[config.mk]
export PLATFORM = sky130hd
export DESIGN_NAME = infix_to_postfix_converter_core
export DESIGN_NICKNAME = d
export VERILOG_FILES = /design/src/rtl/core/itp_pkg.sv /design/src/rtl/core/itp_ram.sv /design/src/rtl/core/itp_out.sv /design/src/rtl/core/itp_ctrl.sv /design/src/rtl/core/infix_to_postfix_converter_core.sv
export SDC_FILE = /design/constraint.sdc
export NUM_CORES = 1
export LEC_CHECK = 0
export ABC_AREA = 0
export CORE_MARGIN = 2
export CORE_UTILIZATION = 25
export CTS_CLUSTER_SIZE = 16
export DETAILED_ROUTE_END_ITERATION = 8
export DONT_BUFFER_PORTS = 1
export SYNTH_ARGS = -nofsm -noshare
export SYNTH_HDL_FRONTEND = slang
export SYNTH_SLANG_ARGS = --single-unit
[constraint.sdc]
create_clock -name clk -period 5.8 [get_ports clk]
set_input_delay 0.58 -clock clk [delete_from_list [all_inputs] [get_ports clk]]
set_output_delay 0.58 -clock clk [all_outputs]
set_load 0.05 [all_outputs]
[src/rtl/core/itp_pkg.sv]
// Package for the infix to postfix converter core.
// Token, result and error codes, sequencer states, precedence function.
// No dependencies.
package itp_pkg;

	localparam int DEF_STACK_DEPTH   = 32;
	localparam int DEF_OPERAND_WIDTH = 32;

	typedef enum logic [3:0] {
		TK_OPERAND = 4'd0,
		TK_PLUS    = 4'd1,
		TK_MINUS   = 4'd2,
		TK_TIMES   = 4'd3,
		TK_DIVIDE  = 4'd4,
		TK_POWER   = 4'd5,
		TK_OPEN    = 4'd6,
		TK_CLOSE   = 4'd7,
		TK_END     = 4'd8
	} token_kind_t;

	typedef enum logic [2:0] {
		OK_OPERAND = 3'd0,
		OK_PLUS    = 3'd1,
		OK_MINUS   = 3'd2,
		OK_TIMES   = 3'd3,
		OK_DIVIDE  = 3'd4,
		OK_POWER   = 3'd5,
		OK_END     = 3'd6
	} out_kind_t;

	typedef enum logic [1:0] {
		ERR_NONE     = 2'd0,
		ERR_OVERFLOW = 2'd1,
		ERR_CLOSE    = 2'd2,
		ERR_OPEN     = 2'd3
	} error_t;

	// Stack entries hold operator codes 1..5 and this code for '('.
	localparam logic [2:0] CODE_OPEN = 3'd6;

	typedef enum logic [2:0] {
		ST_IDLE,
		ST_READ,
		ST_DECIDE,
		ST_PUSH,
		ST_FLUSH
	} state_t;

	typedef struct packed {
		logic        emit;
		logic        flush;
		logic        take_value;
		logic [2:0]  kind;
		error_t      err;
	} emit_req_t;

	typedef struct packed {
		logic emit_ok;
		logic flush_done;
	} out_status_t;

	function automatic logic [1:0] prec(input logic [2:0] code);
		logic [1:0] p;
		p = 2'd0;
		if (code == 3'd1 || code == 3'd2) p = 2'd1;
		else if (code == 3'd3 || code == 3'd4) p = 2'd2;
		else if (code == 3'd5) p = 2'd3;
		return p;
	endfunction

endpackage

[src/rtl/core/itp_ram.sv]
// Generic single write port, single read port RAM with registered read.
// No dependencies.
module itp_ram #(
	parameter int WIDTH = 3,
	parameter int DEPTH = 32
) (
	input  logic                     clk,
	input  logic                     we,
	input  logic [$clog2(DEPTH)-1:0] waddr,
	input  logic [WIDTH-1:0]         wdata,
	input  logic                     re,
	input  logic [$clog2(DEPTH)-1:0] raddr,
	output logic [WIDTH-1:0]         rdata
);

	logic [WIDTH-1:0] mem_q [DEPTH];

	always_ff @(posedge clk) begin
		if (we) mem_q[waddr] <= wdata;
		if (re) rdata <= mem_q[raddr];
	end

endmodule

[src/rtl/core/itp_out.sv]
// Result staging: a pending register that waits to learn whether its result
// is the last one of the request, and the output register. Uses itp_pkg.
module itp_out
	import itp_pkg::*;
#(
	parameter int OPERAND_WIDTH = DEF_OPERAND_WIDTH
) (
	input  logic                     clk,
	input  logic                     arst_n,
	input  emit_req_t                req,
	input  logic [OPERAND_WIDTH-1:0] operand_value,
	output out_status_t              status,
	output logic                     result_valid,
	input  logic                     result_stall,
	output logic [2:0]               out_kind,
	output logic [OPERAND_WIDTH-1:0] out_value,
	output logic                     last,
	output logic [1:0]               error
);

	logic                     pend_v_q;
	logic [2:0]               pend_kind_q;
	logic [OPERAND_WIDTH-1:0] pend_value_q;
	error_t                   pend_err_q;
	logic                     out_free;
	logic                     do_emit;
	logic                     do_flush;

	assign out_free          = !result_valid || !result_stall;
	assign status.emit_ok    = !pend_v_q || out_free;
	assign status.flush_done = !pend_v_q || out_free;
	assign do_emit           = req.emit && status.emit_ok;
	assign do_flush          = req.flush && pend_v_q && out_free;

	always_ff @(posedge clk or negedge arst_n) begin
		if (!arst_n) begin
			pend_v_q     <= 1'b0;
			result_valid <= 1'b0;
		end else begin
			if (do_emit) pend_v_q <= 1'b1;
			else if (do_flush) pend_v_q <= 1'b0;
			if ((do_emit && pend_v_q) || do_flush) result_valid <= 1'b1;
			else if (out_free) result_valid <= 1'b0;
		end
	end

	always_ff @(posedge clk) begin
		if (do_emit) begin
			pend_kind_q  <= req.kind;
			pend_err_q   <= req.err;
			pend_value_q <= req.take_value ? operand_value : '0;
			if (pend_v_q) begin
				out_kind  <= pend_kind_q;
				out_value <= pend_value_q;
				error     <= pend_err_q;
				last      <= 1'b0;
			end
		end else if (do_flush) begin
			out_kind  <= pend_kind_q;
			out_value <= pend_value_q;
			error     <= pend_err_q;
			last      <= 1'b1;
		end
	end

	a_emit_flush_excl: assert property (@(posedge clk) disable iff (!arst_n)
		!(req.emit && req.flush))
		else $error("emit and flush requested together");

	a_emit_shift_not_last: assert property (@(posedge clk) disable iff (!arst_n)
		(do_emit && pend_v_q) |=> (result_valid && !last))
		else $error("displaced pending result not shown as non-last");

	a_flush_last: assert property (@(posedge clk) disable iff (!arst_n)
		do_flush |=> (result_valid && last && !pend_v_q))
		else $error("flushed result not marked last");

endmodule

[src/rtl/core/itp_ctrl.sv]
// Sequencer for the operator stack: pops, pushes and result requests.
// Uses itp_pkg and one itp_ram instance for the stack.
module itp_ctrl
	import itp_pkg::*;
#(
	parameter int STACK_DEPTH = DEF_STACK_DEPTH
) (
	input  logic        clk,
	input  logic        arst_n,
	input  logic        token_valid,
	output logic        token_stall,
	input  logic [3:0]  token_kind,
	input  out_status_t status,
	output emit_req_t   req
);

	localparam int AW = $clog2(STACK_DEPTH);
	localparam int CW = $clog2(STACK_DEPTH + 1);

	state_t        state_q, state_d;
	logic [3:0]    kind_q;
	logic [CW-1:0] count_q;
	logic          open_seen_q;
	logic [2:0]    top;
	logic          empty;
	logic          full;
	logic          ram_re, ram_we;
	logic          pop, push, set_open;
	logic          accept;
	logic          top_wins;
	logic [CW-1:0] count_m1;

	assign accept   = token_valid && (state_q == ST_IDLE);
	assign empty    = (count_q == '0);
	assign full     = (count_q >= CW'(STACK_DEPTH));
	assign count_m1 = count_q - 1'b1;
	assign top_wins = prec(top) >= prec(kind_q[2:0]);

	itp_ram #(
		.WIDTH(3),
		.DEPTH(STACK_DEPTH)
	) u_stack (
		.clk  (clk),
		.we   (ram_we),
		.waddr(count_q[AW-1:0]),
		.wdata(kind_q[2:0]),
		.re   (ram_re),
		.raddr(count_m1[AW-1:0]),
		.rdata(top)
	);

	always_comb begin
		state_d = state_q;
		unique case (state_q)
			ST_IDLE: begin
				if (token_valid) begin
					priority case (token_kind)
						TK_OPERAND: state_d = ST_FLUSH;
						TK_PLUS, TK_MINUS, TK_TIMES, TK_DIVIDE, TK_CLOSE, TK_END:
							state_d = ST_READ;
						TK_POWER, TK_OPEN: state_d = ST_PUSH;
						default: state_d = ST_IDLE;
					endcase
				end
			end
			ST_READ: state_d = ST_DECIDE;
			ST_DECIDE: begin
				priority case (kind_q)
					TK_CLOSE: begin
						if (empty) begin
							if (status.emit_ok) state_d = ST_FLUSH;
						end else if (top == CODE_OPEN) state_d = ST_FLUSH;
						else if (status.emit_ok) state_d = ST_READ;
					end
					TK_END: begin
						if (empty) begin
							if (status.emit_ok) state_d = ST_FLUSH;
						end else if (top == CODE_OPEN) state_d = ST_READ;
						else if (status.emit_ok) state_d = ST_READ;
					end
					default: begin
						if (empty || !top_wins) state_d = ST_PUSH;
						else if (status.emit_ok) state_d = ST_READ;
					end
				endcase
			end
			ST_PUSH: begin
				if (!full || status.emit_ok) state_d = ST_FLUSH;
			end
			ST_FLUSH: begin
				if (status.flush_done) state_d = ST_IDLE;
			end
			default: state_d = ST_IDLE;
		endcase
	end

	always_comb begin
		req.emit       = 1'b0;
		req.flush      = 1'b0;
		req.take_value = 1'b0;
		req.kind       = OK_OPERAND;
		req.err        = ERR_NONE;
		ram_re         = 1'b0;
		ram_we         = 1'b0;
		pop            = 1'b0;
		push           = 1'b0;
		set_open       = 1'b0;
		unique case (state_q)
			ST_IDLE: begin
				if (token_valid && token_kind == TK_OPERAND) begin
					req.emit       = 1'b1;
					req.take_value = 1'b1;
				end
			end
			ST_READ: ram_re = 1'b1;
			ST_DECIDE: begin
				priority case (kind_q)
					TK_CLOSE: begin
						if (empty) begin
							req.emit = 1'b1;
							req.err  = ERR_CLOSE;
						end else if (top == CODE_OPEN) begin
							pop = 1'b1;
						end else begin
							req.emit = 1'b1;
							req.kind = top;
							pop      = status.emit_ok;
						end
					end
					TK_END: begin
						if (empty) begin
							req.emit = 1'b1;
							req.kind = OK_END;
							req.err  = open_seen_q ? ERR_OPEN : ERR_NONE;
						end else if (top == CODE_OPEN) begin
							pop      = 1'b1;
							set_open = 1'b1;
						end else begin
							req.emit = 1'b1;
							req.kind = top;
							pop      = status.emit_ok;
						end
					end
					default: begin
						if (!empty && top_wins) begin
							req.emit = 1'b1;
							req.kind = top;
							pop      = status.emit_ok;
						end
					end
				endcase
			end
			ST_PUSH: begin
				if (!full) begin
					ram_we = 1'b1;
					push   = 1'b1;
				end else begin
					req.emit = 1'b1;
					req.err  = ERR_OVERFLOW;
				end
			end
			ST_FLUSH: req.flush = 1'b1;
			default: ;
		endcase
	end

	assign token_stall = (state_q != ST_IDLE);

	always_ff @(posedge clk or negedge arst_n) begin
		if (!arst_n) begin
			state_q     <= ST_IDLE;
			count_q     <= '0;
			open_seen_q <= 1'b0;
		end else begin
			state_q <= state_d;
			if (push) count_q <= count_q + 1'b1;
			else if (pop) count_q <= count_m1;
			if (accept) open_seen_q <= 1'b0;
			else if (set_open) open_seen_q <= 1'b1;
		end
	end

	always_ff @(posedge clk) begin
		if (accept) kind_q <= token_kind;
	end

	a_count_bound: assert property (@(posedge clk) disable iff (!arst_n)
		count_q <= CW'(STACK_DEPTH))
		else $error("stack count beyond depth");

	a_push_not_full: assert property (@(posedge clk) disable iff (!arst_n)
		ram_we |-> !full)
		else $error("stack write while full");

	a_count_step: assert property (@(posedge clk) disable iff (!arst_n)
		(count_q == $past(count_q)) || (count_q == $past(count_q) + 1'b1)
		|| (count_q == $past(count_q) - 1'b1))
		else $error("stack count moved by more than one");

endmodule

[src/rtl/core/infix_to_postfix_converter_core.sv]
// Shunting-yard infix to postfix converter: one token in, postfix results out.
// Token channel: token_valid/token_stall with token_kind and operand_value.
// Result channel: result_valid/result_stall with out_kind, out_value, last
// and error; last marks the final result of a token, error flags stack
// overflow, an unmatched ')' or a '(' left at the end token.
// A token is taken only while the sequencer is idle; token_stall is high
// while a token is worked on. An operand is placed in the pending register
// when taken and released as the last result of its token. An operator,
// ')' or end token is taken, then each stack entry is examined by a stack
// RAM read and then a compare (an empty stack is examined once too), then
// an operator is pushed and the last result is released; '^' and '(' are
// pushed without examining the stack.
// The stack lives in a single-port-read RAM, so one entry is popped at a time.
// Results pass a pending register and an output register; on a receiver stall
// the output holds and, with a result pending, the sequencer waits to emit.
// Reset (arst_n low) empties the stack count and drops any held result; the
// stack RAM is not cleared, as only written entries are ever read.
// Uses itp_pkg, itp_ctrl, itp_out and itp_ram.
module infix_to_postfix_converter_core
	import itp_pkg::*;
#(
	parameter int STACK_DEPTH   = DEF_STACK_DEPTH,
	parameter int OPERAND_WIDTH = DEF_OPERAND_WIDTH
) (
	input  logic                     clk,
	input  logic                     arst_n,
	input  logic                     token_valid,
	output logic                     token_stall,
	input  logic [3:0]               token_kind,
	input  logic [OPERAND_WIDTH-1:0] operand_value,
	output logic                     result_valid,
	input  logic                     result_stall,
	output logic [2:0]               out_kind,
	output logic [OPERAND_WIDTH-1:0] out_value,
	output logic                     last,
	output logic [1:0]               error
);

	emit_req_t   req;
	out_status_t status;

	itp_ctrl #(
		.STACK_DEPTH(STACK_DEPTH)
	) u_ctrl (
		.clk        (clk),
		.arst_n     (arst_n),
		.token_valid(token_valid),
		.token_stall(token_stall),
		.token_kind (token_kind),
		.status     (status),
		.req        (req)
	);

	itp_out #(
		.OPERAND_WIDTH(OPERAND_WIDTH)
	) u_out (
		.clk          (clk),
		.arst_n       (arst_n),
		.req          (req),
		.operand_value(operand_value),
		.status       (status),
		.result_valid (result_valid),
		.result_stall (result_stall),
		.out_kind     (out_kind),
		.out_value    (out_value),
		.last         (last),
		.error        (error)
	);

endmodule
=== Yosys cells after proc, flatten, opt, wreduce, memory -nomap -nowiden ===
Memories as Yosys holds them, arrays and structs flattened. A register that Yosys moved wholly into a read port is not among the register bits.
Cells that the tools add are included.

* Multiplexer cells: 72
* Reductions and logical operators: 33
* Eq/ne operators: 21
* Order comparisons: 2
* Divide/modulo/power cells: 0
* Add/subtract/negate cells: 2
* Shift operators: 0
* Bitwise gates (word level): 0
* Multiply operators: 0

{| class="wikitable"
|+ Operators with widths
! operator !! number
|-
| $mux 32 || 3
|-
| $mux 3 || 17
|-
| $mux 1 || 32
|-
| $mux 2 || 12
|-
| $eq 3x2->1 const B || 6
|-
| $eq 3x3->1 const B || 6
|-
| $pmux 3 s5 || 1
|-
| $mux 6 || 2
|-
| $pmux 3 s2 || 2
|-
| $eq 3x1->1 const B || 3
|-
| $logic_or 1x1->1 || 9
|-
| $pmux 2 s2 || 2
|-
| $reduce_bool 2->1 || 4
|-
| $logic_and 1x1->1 || 7
|-
| $add 6x1->6 const B || 1
|-
| $ge 6x6->1 const B || 1
|-
| $logic_not 1->1 || 6
|-
| $logic_not 6->1 || 1
|-
| $ne 2x1->1 const B || 3
|-
| $sub 6x1->6 const B || 1
|-
| $eq 4x3->1 const B || 1
|-
| $eq 4x4->1 const B || 1
|-
| $logic_not 4->1 || 1
|-
| $logic_not 3->1 || 1
|-
| other kinds (7) || 7
|}

* Bits in registers: 91
* Memories: 2
* Bits in writable memories: 96
* Latch bits: 0
* ROM bits: 48
* Output and inout bits: 40
* Input port bits: 40
* Word-level logic and storage cells: 145

{| class="wikitable"
|+ Memories
! memory !! words !! bits a word !! read ports !! clocked after memory_dff !! wr ports !! line !! source
|-
| u_ctrl.u_stack.mem_q || 32 || 3 || 1 || 1 || 1 || itp_ram.sv:16 || <nowiki>logic [WIDTH-1:0] mem_q [DEPTH];</nowiki>
|-
| (no name shown) || 16 || 3 || 1 || 0 || 0 || itp_ctrl.sv:57 || <nowiki>priority case (token_kind)</nowiki>
|}

=== Longest topological paths before layout ===
* Word-level depth: 13
* Depth in mapped cells: 11
* Depth with buffers taken out: 9

=== By module ===
A second synthesis with hierarchy kept.

* Cell total of the unflattened synthesis: 458
* Area, all modules: 7810.0 sq um

{| class="wikitable"
|+ By module, submodules not included
! module !! area an instance (sq um) !! times used !! cells an instance
|-
| itp_ram || 3946.3 || 1 || 185
|-
| itp_out || 2606.2 || 1 || 123
|-
| itp_ctrl || 1257.5 || 1 || 150
|}

=== Least setup slack after synthesis ===
OpenSTA, ideal clock, no wires.

* Path type: flip-flop to flip-flop
* Start: register u_ctrl.kind_q[2]
* End: register u_out.error[0], enable pin
* Setup slack: 0.445 ns
* Stages on the path, launching flop included: 9
* Arrival: 4.860 ns
* Required time: 5.304 ns
* Setup time: 0.496 ns
* Clock period less this slack: 5.355 ns
* Cells stage by stage: edfxtp_1 > nand2b_1 > mux2i_1 > ha_1 > nand2b_1 > a21oi_1 > o21ai_1 > nand3_1 > a221oi_1

* Longest elaborated chain between the ends: 12
* Elaborated cells on any way between the ends: 22
* Classes of those cells: 1 x order compare; 8 x eq/ne; 6 x mux; 7 x reduce/logical

{| class="wikitable"
|+ RTL lines
! what !! line !! source
|-
| start, declared || itp_ctrl.sv:21 || <nowiki>logic [3:0] kind_q;</nowiki>
|-
| start signal, assigned || itp_ctrl.sv:184 || <nowiki>if (accept) kind_q <= token_kind;</nowiki>
|-
| $eq 3x3->1 (tied with other cells) || itp_pkg.sv:67 || <nowiki>else if (code == 3'd5) p = 2'd3;</nowiki>
|-
| $mux 2 or $logic_or 1x1->1 (tied branches) || itp_pkg.sv:67, itp_pkg.sv:66 ||
|-
| $mux 2 || itp_pkg.sv:66 || <nowiki>else if (code == 3'd3 || code == 3'd4) p = 2'd2;</nowiki>
|-
| $mux 2 || itp_pkg.sv:65 || <nowiki>if (code == 3'd1 || code == 3'd2) p = 2'd1;</nowiki>
|-
| $ge 2x2->1 || itp_ctrl.sv:37 || <nowiki>assign top_wins = prec(top) >= prec(kind_q[2:0]);</nowiki>
|-
| $logic_and 1x1->1 || itp_ctrl.sv:145 || <nowiki>if (!empty && top_wins) begin</nowiki>
|-
| $mux 1 || itp_ctrl.sv:145 ||
|-
| $mux 1 (*) || - ||
|-
| $pmux 1 s3 (*) || itp_ctrl.sv:108 || <nowiki>unique case (state_q)</nowiki>
|-
| $logic_and 1x1->1 (*) || itp_out.sv:32 || <nowiki>assign do_emit = req.emit && status.emit_ok;</nowiki>
|-
| $ne 2x1->1 (no line) or $reduce_bool 2->1 (tied branches) || - ||
|-
| $reduce_and 2->1 (no line) (*) || - ||
|-
| end signal, assigned || itp_out.sv:55 || <nowiki>error <= pend_err_q;</nowiki>
|-
| end signal, assigned || itp_out.sv:61 || <nowiki>error <= pend_err_q;</nowiki>
|-
| end, declared || itp_out.sv:18 || <nowiki>output logic [1:0] error</nowiki>
|}

Mark *: on every way between the ends. The rest lies on a longest branch, timed or not.
A chain may end at the register's enable or synchronous reset.

=== Worst setup path in the final report ===
* Start: register u_ctrl.kind_q[2]
* End: register u_out.pend_value_q[19], enable pin

* Longest elaborated chain between the ends: 10
* Elaborated cells on any way between the ends: 19
* Classes of those cells: 1 x order compare; 7 x eq/ne; 6 x mux; 5 x reduce/logical

{| class="wikitable"
|+ RTL lines
! what !! line !! source
|-
| $eq 3x3->1 (tied with other cells) || itp_pkg.sv:67 ||
|-
| $mux 2 or $logic_or 1x1->1 (tied branches) || itp_pkg.sv:67, itp_pkg.sv:66 ||
|-
| $mux 2 || itp_pkg.sv:66 ||
|-
| $mux 2 || itp_pkg.sv:65 ||
|-
| $ge 2x2->1 || itp_ctrl.sv:37 ||
|-
| $logic_and 1x1->1 || itp_ctrl.sv:145 ||
|-
| $mux 1 || itp_ctrl.sv:145 ||
|-
| $mux 1 (*) || - ||
|-
| $pmux 1 s3 (*) || itp_ctrl.sv:108 ||
|-
| $logic_and 1x1->1 (*) || itp_out.sv:32 ||
|-
| net u_out.do_emit || itp_out.sv:26 || <nowiki>logic do_emit;</nowiki>
|-
| end signal, assigned || itp_out.sv:51 || <nowiki>pend_value_q <= req.take_value ? operand_value : '0;</nowiki>
|-
| end, declared || itp_out.sv:23 || <nowiki>logic [OPERAND_WIDTH-1:0] pend_value_q;</nowiki>
|}

The timed path passes the listed nets; every way through them passes the cells marked *.

==> summary.md <==
## Placement
* **HPWL reported at the end of detailed placement** 10600 microns
* **final weighted congestion of routability-driven global placement** 0.803
* **number of placed instances with taps included** 880
* **PortBufs** 0

## Floorplanning
* **Rows** 65
* **die extent in y** 182 microns
* **IO Pins** 80
* **area enclosed by the die boundary** 33100 sq um
* **placeable core area** 31400 sq um
* **effective utilization at floorplan** 25.2%
* **horizontal die dimension** 182 microns

## Global routing
* **pin count of the biggest net entering global routing** 39
* **Overflow after GRT** 0
* **global-route wire length before repair** 24100 microns
* **total global-route track usage** 9.66%
* **number of antenna violations at the first check in global routing** 0
* **vias in the first global route** 4134

## Power and ir drop
* **maximum vdd ir drop** 0.000228 V
* **pwr/cell area** 527 nW/um^2
* **leakage dissipation** 2.97 nW

## Hold path
* **hold crit path type** primary input to register
* **Worst Hold Path Cells** 0
* **Hold Path Sink** u_ctrl.kind_q[0]$_DFFE_PP_
* **hold_sp** token_kind[0]

## Clock network
* **Clock Tree Buf Depth** 2
* **CTS H-tree lvls** 4
* **Setup Fix Bufs, Post-CTS** 0
* **Clock transition at path regs** 0.07 ns
* **total of cells resized after clock tree synthesis** 0
* **Clock Sinks** 190
* **CTS tree** built
* **clock insertion delay at the later pin of the skew report** 0.43 ns
* **number of CTS-inserted buffers** 17
* **Clock Tree Root** clkbuf_16

## Yosys
* **post-synthesis cell area** 7920 sq um
* **Avg Synthesized Cell Area** 16.1 sq um
* **Post-synth EDFFs** 178
* **net count of the mapped netlist** 541
* **Warnings, synthesis** 0
* **post-synthesis cell type count** 62
* **most used flip-flop cell after synthesis** edfxtp_1
* **share of flip-flops with an asynchronous set or reset** 6.32%
* **share of synthesized area occupied by flip-flops and latches** 71.3%
* **synthesized netlist cell count** 493
* **number of synthesized register bits** 190

## Routing
* **routed wire length on met3** 1040 microns
* **Detail Route met2 WL** 7550 microns
* **DR vias** 4227
* **Wirelength per Cell** 17.1 microns
* **number of vias per cell after detailed routing** 4.63
* **number of antenna-violating nets in the routed design** 0
* **1st-pass router iterations** 4
* **remaining routing DRC violations** 0
* **top sig layer** met4
* **met1 routed wirelength after detailed routing** 6820 microns
* **total wire length after detailed routing** 15600 microns
* **initial DRC count** 360

## Worst setup path
* **reg-to-reg critical path endpoint** u_out.pend_value_q[19]$_SDFFCE_PN0P_
* **Critical Path Fanout Max** 37
* **required time worst endpoint** 5.84 ns
* **category of the most critical setup path** register to register
* **critical register-to-register path startpoint** u_ctrl.kind_q[2]$_DFFE_PP_
* **register-to-register path setup slack** 2.02 ns
* **depth of the worst register-to-register path** 9
* **Crit path arrival time** 3.82 ns
* **endpoint type of the worst setup path** register
* **crit path launch type** register

## STA
* **Worst Tran Pin Value** 1.21 ns
* **final period utilization** 65.1%
* **FMAX** 0.265 GHz
* **Slew Limit Fails** 0
* **worst clock skew** 0.00869 ns
* **setup TNS** 0 ns
* **final worst path period need** 3.78 ns
* **setup repair after global routing missed its margin** no
* **Final Hold Vio Count** 0
* **Final Setup Violations** 0
* **hold_ws** 0.243 ns
* **Max-slew headroom** 19.4%

## Layout
* **share of cells above drive strength 1** 15.7%
* **final net count** 546
* **area added between synthesis and finish** 14.4%
* **Core Util, Final** 28.9%
* **Final Non-Filler Cells** 913
* **diode insertion count for antenna repair** 0

## Run
* **MaxCap Viol Count** 0

## Outcome
* **outcome** finished clean

-- sequential cells by signal (all words and copies together), names as in the netlist --
| signal | count |
|---|---|
| u_ctrl.count_q | 6 |
| u_ctrl.kind_q | 4 |
| u_ctrl.open_seen_q | 1 |
| u_ctrl.state_q | 3 |
| u_ctrl.u_stack.mem_q | 96 |
| u_ctrl.u_stack.rdata | 3 |
| u_out.error | 2 |
| u_out.last | 1 |
| u_out.out_kind | 3 |
| u_out.out_value | 32 |
| u_out.pend_err_q | 2 |
| u_out.pend_kind_q | 3 |
| u_out.pend_v_q | 1 |
| u_out.pend_value_q | 32 |
| u_out.result_valid | 1 |
-- cell type report --
class | instances | area (sq um)
fill | 3078 | 22300
sequential | 190 | 5650
multi-input combinational | 264 | 2130
tap | 402 | 503
clock buffer | 19 | 443
clock inverter | 13 | 211
timing repair buffer | 9 | 70.1
inverter | 16 | 60.1
-- metal layers --
layer | up-vias | global-route usage, %
met4 | 0 | 3.77
met1 | 2109 | 12.1
li1 | 1961 | -
met3 | 12 | 2.87
met5 | - | 0
met2 | 145 | 15.8
-- cell usage in the layout, fill, tap and decap left out, types with 8 or more instances in the layout --
cell,Yosys,final
a21oi_1,14,14
and3_1,36,36
buf_4,0,8
clkbuf_16,0,17
dfrtp_1,12,11
edfxtp_1,178,178
ha_1,8,8
inv_1,16,16
mux2i_1,9,9
mux4_2,22,22
nand2_1,19,19
nand3_1,15,15
nor2_1,45,45
-- worst max path at each step --
stage	cells past startpoint	end	slack, ns	startpoint
after global placement	9	u_out.pend_value_q[18]$_SDFFCE_PN0P_	2.10	u_ctrl.kind_q[2]$_DFFE_PP_
after global routing	9	u_out.pend_value_q[30]$_SDFFCE_PN0P_	1.63	u_ctrl.kind_q[2]$_DFFE_PP_
after floorplan	8	u_out.error[0]$_DFFE_PP_	0.44	u_ctrl.kind_q[2]$_DFFE_PP_
after CTS	9	u_out.pend_value_q[22]$_SDFFCE_PN0P_	1.96	u_ctrl.kind_q[2]$_DFFE_PP_
after detailed placement	9	u_out.pend_value_q[9]$_SDFFCE_PN0P_	1.99	u_ctrl.kind_q[2]$_DFFE_PP_
final	9	u_out.pend_value_q[19]$_SDFFCE_PN0P_	2.02	u_ctrl.kind_q[2]$_DFFE_PP_
-- per-stage QoR --
stage / instance area [sq um] / power [mW] / setup WS [ns]
floorplan: 7920 / 3.24 / 0.445
finish: 9060 / 4.78 / 2.02
global route: 9060 / 4.99 / 1.63
CTS: 9060 / 4.82 / 1.96
detailed placement: 8400 / 3.54 / 1.99
global placement: 8400 / 3.53 / 2.10
-- power by group --
part           switching (mW)  total (mW)  internal, mW
sequential              0.507        2.37          1.87
clock                   0.499        1.28         0.781
combinational           0.638        1.12         0.486
-- cell usage after synthesis, types with 7 or more instances --
| cell | n | area share [%] |
|---|---|---|
| mux4_2 | 22 | 6.3 |
| nand3_1 | 15 | 0.95 |
| dfrtp_1 | 12 | 3.8 |
| a21oi_1 | 14 | 0.88 |
| inv_1 | 16 | 0.76 |
| mux2_2 | 7 | 1.0 |
| mux2i_1 | 9 | 1.1 |
| nor3_1 | 8 | 0.51 |
| clkbuf_1 | 14 | 0.66 |
| nor2_1 | 45 | 2.1 |
| edfxtp_1 | 178 | 67 |
| nand2_1 | 19 | 0.90 |
| and3_1 | 36 | 2.8 |
| ha_1 | 8 | 1.3 |
-- kinds of logic (layout without fill, tap and decap cells) --
logic type               count (synthesis)  in the layout  synth area share (%)
AND/OR/NAND/NOR                        151            151                  10.2
AO/OA/AOI/OAI                           62             62                  5.58
adder cells (fa/ha/maj)                  8              8                  1.26
buffers and inverters                   39             57                  2.31
XOR/XNOR                                 3              3                 0.332
multiplexers                            40             40                  9.05
flip-flops                             190            190                  71.3
-- worst max-delay path, cell delays in order, from the launching register on --
cell,delay [ns]
edfxtp_1,0.75
buf_4,0.34
nand2b_1,0.15
mux2i_1,0.08
ha_1,0.28
nand2b_1,0.09
a21oi_1,0.12
o21ai_1,0.23
nand3_1,0.30
a31oi_4,1.03
-- repair_timing --
action	4_1_cts	5_1_grt
endpoints found under the hold margin	12	0
setup endpoints to repair	0	0
hold buffers	1	0
Power figures use the tool's default switching activity.
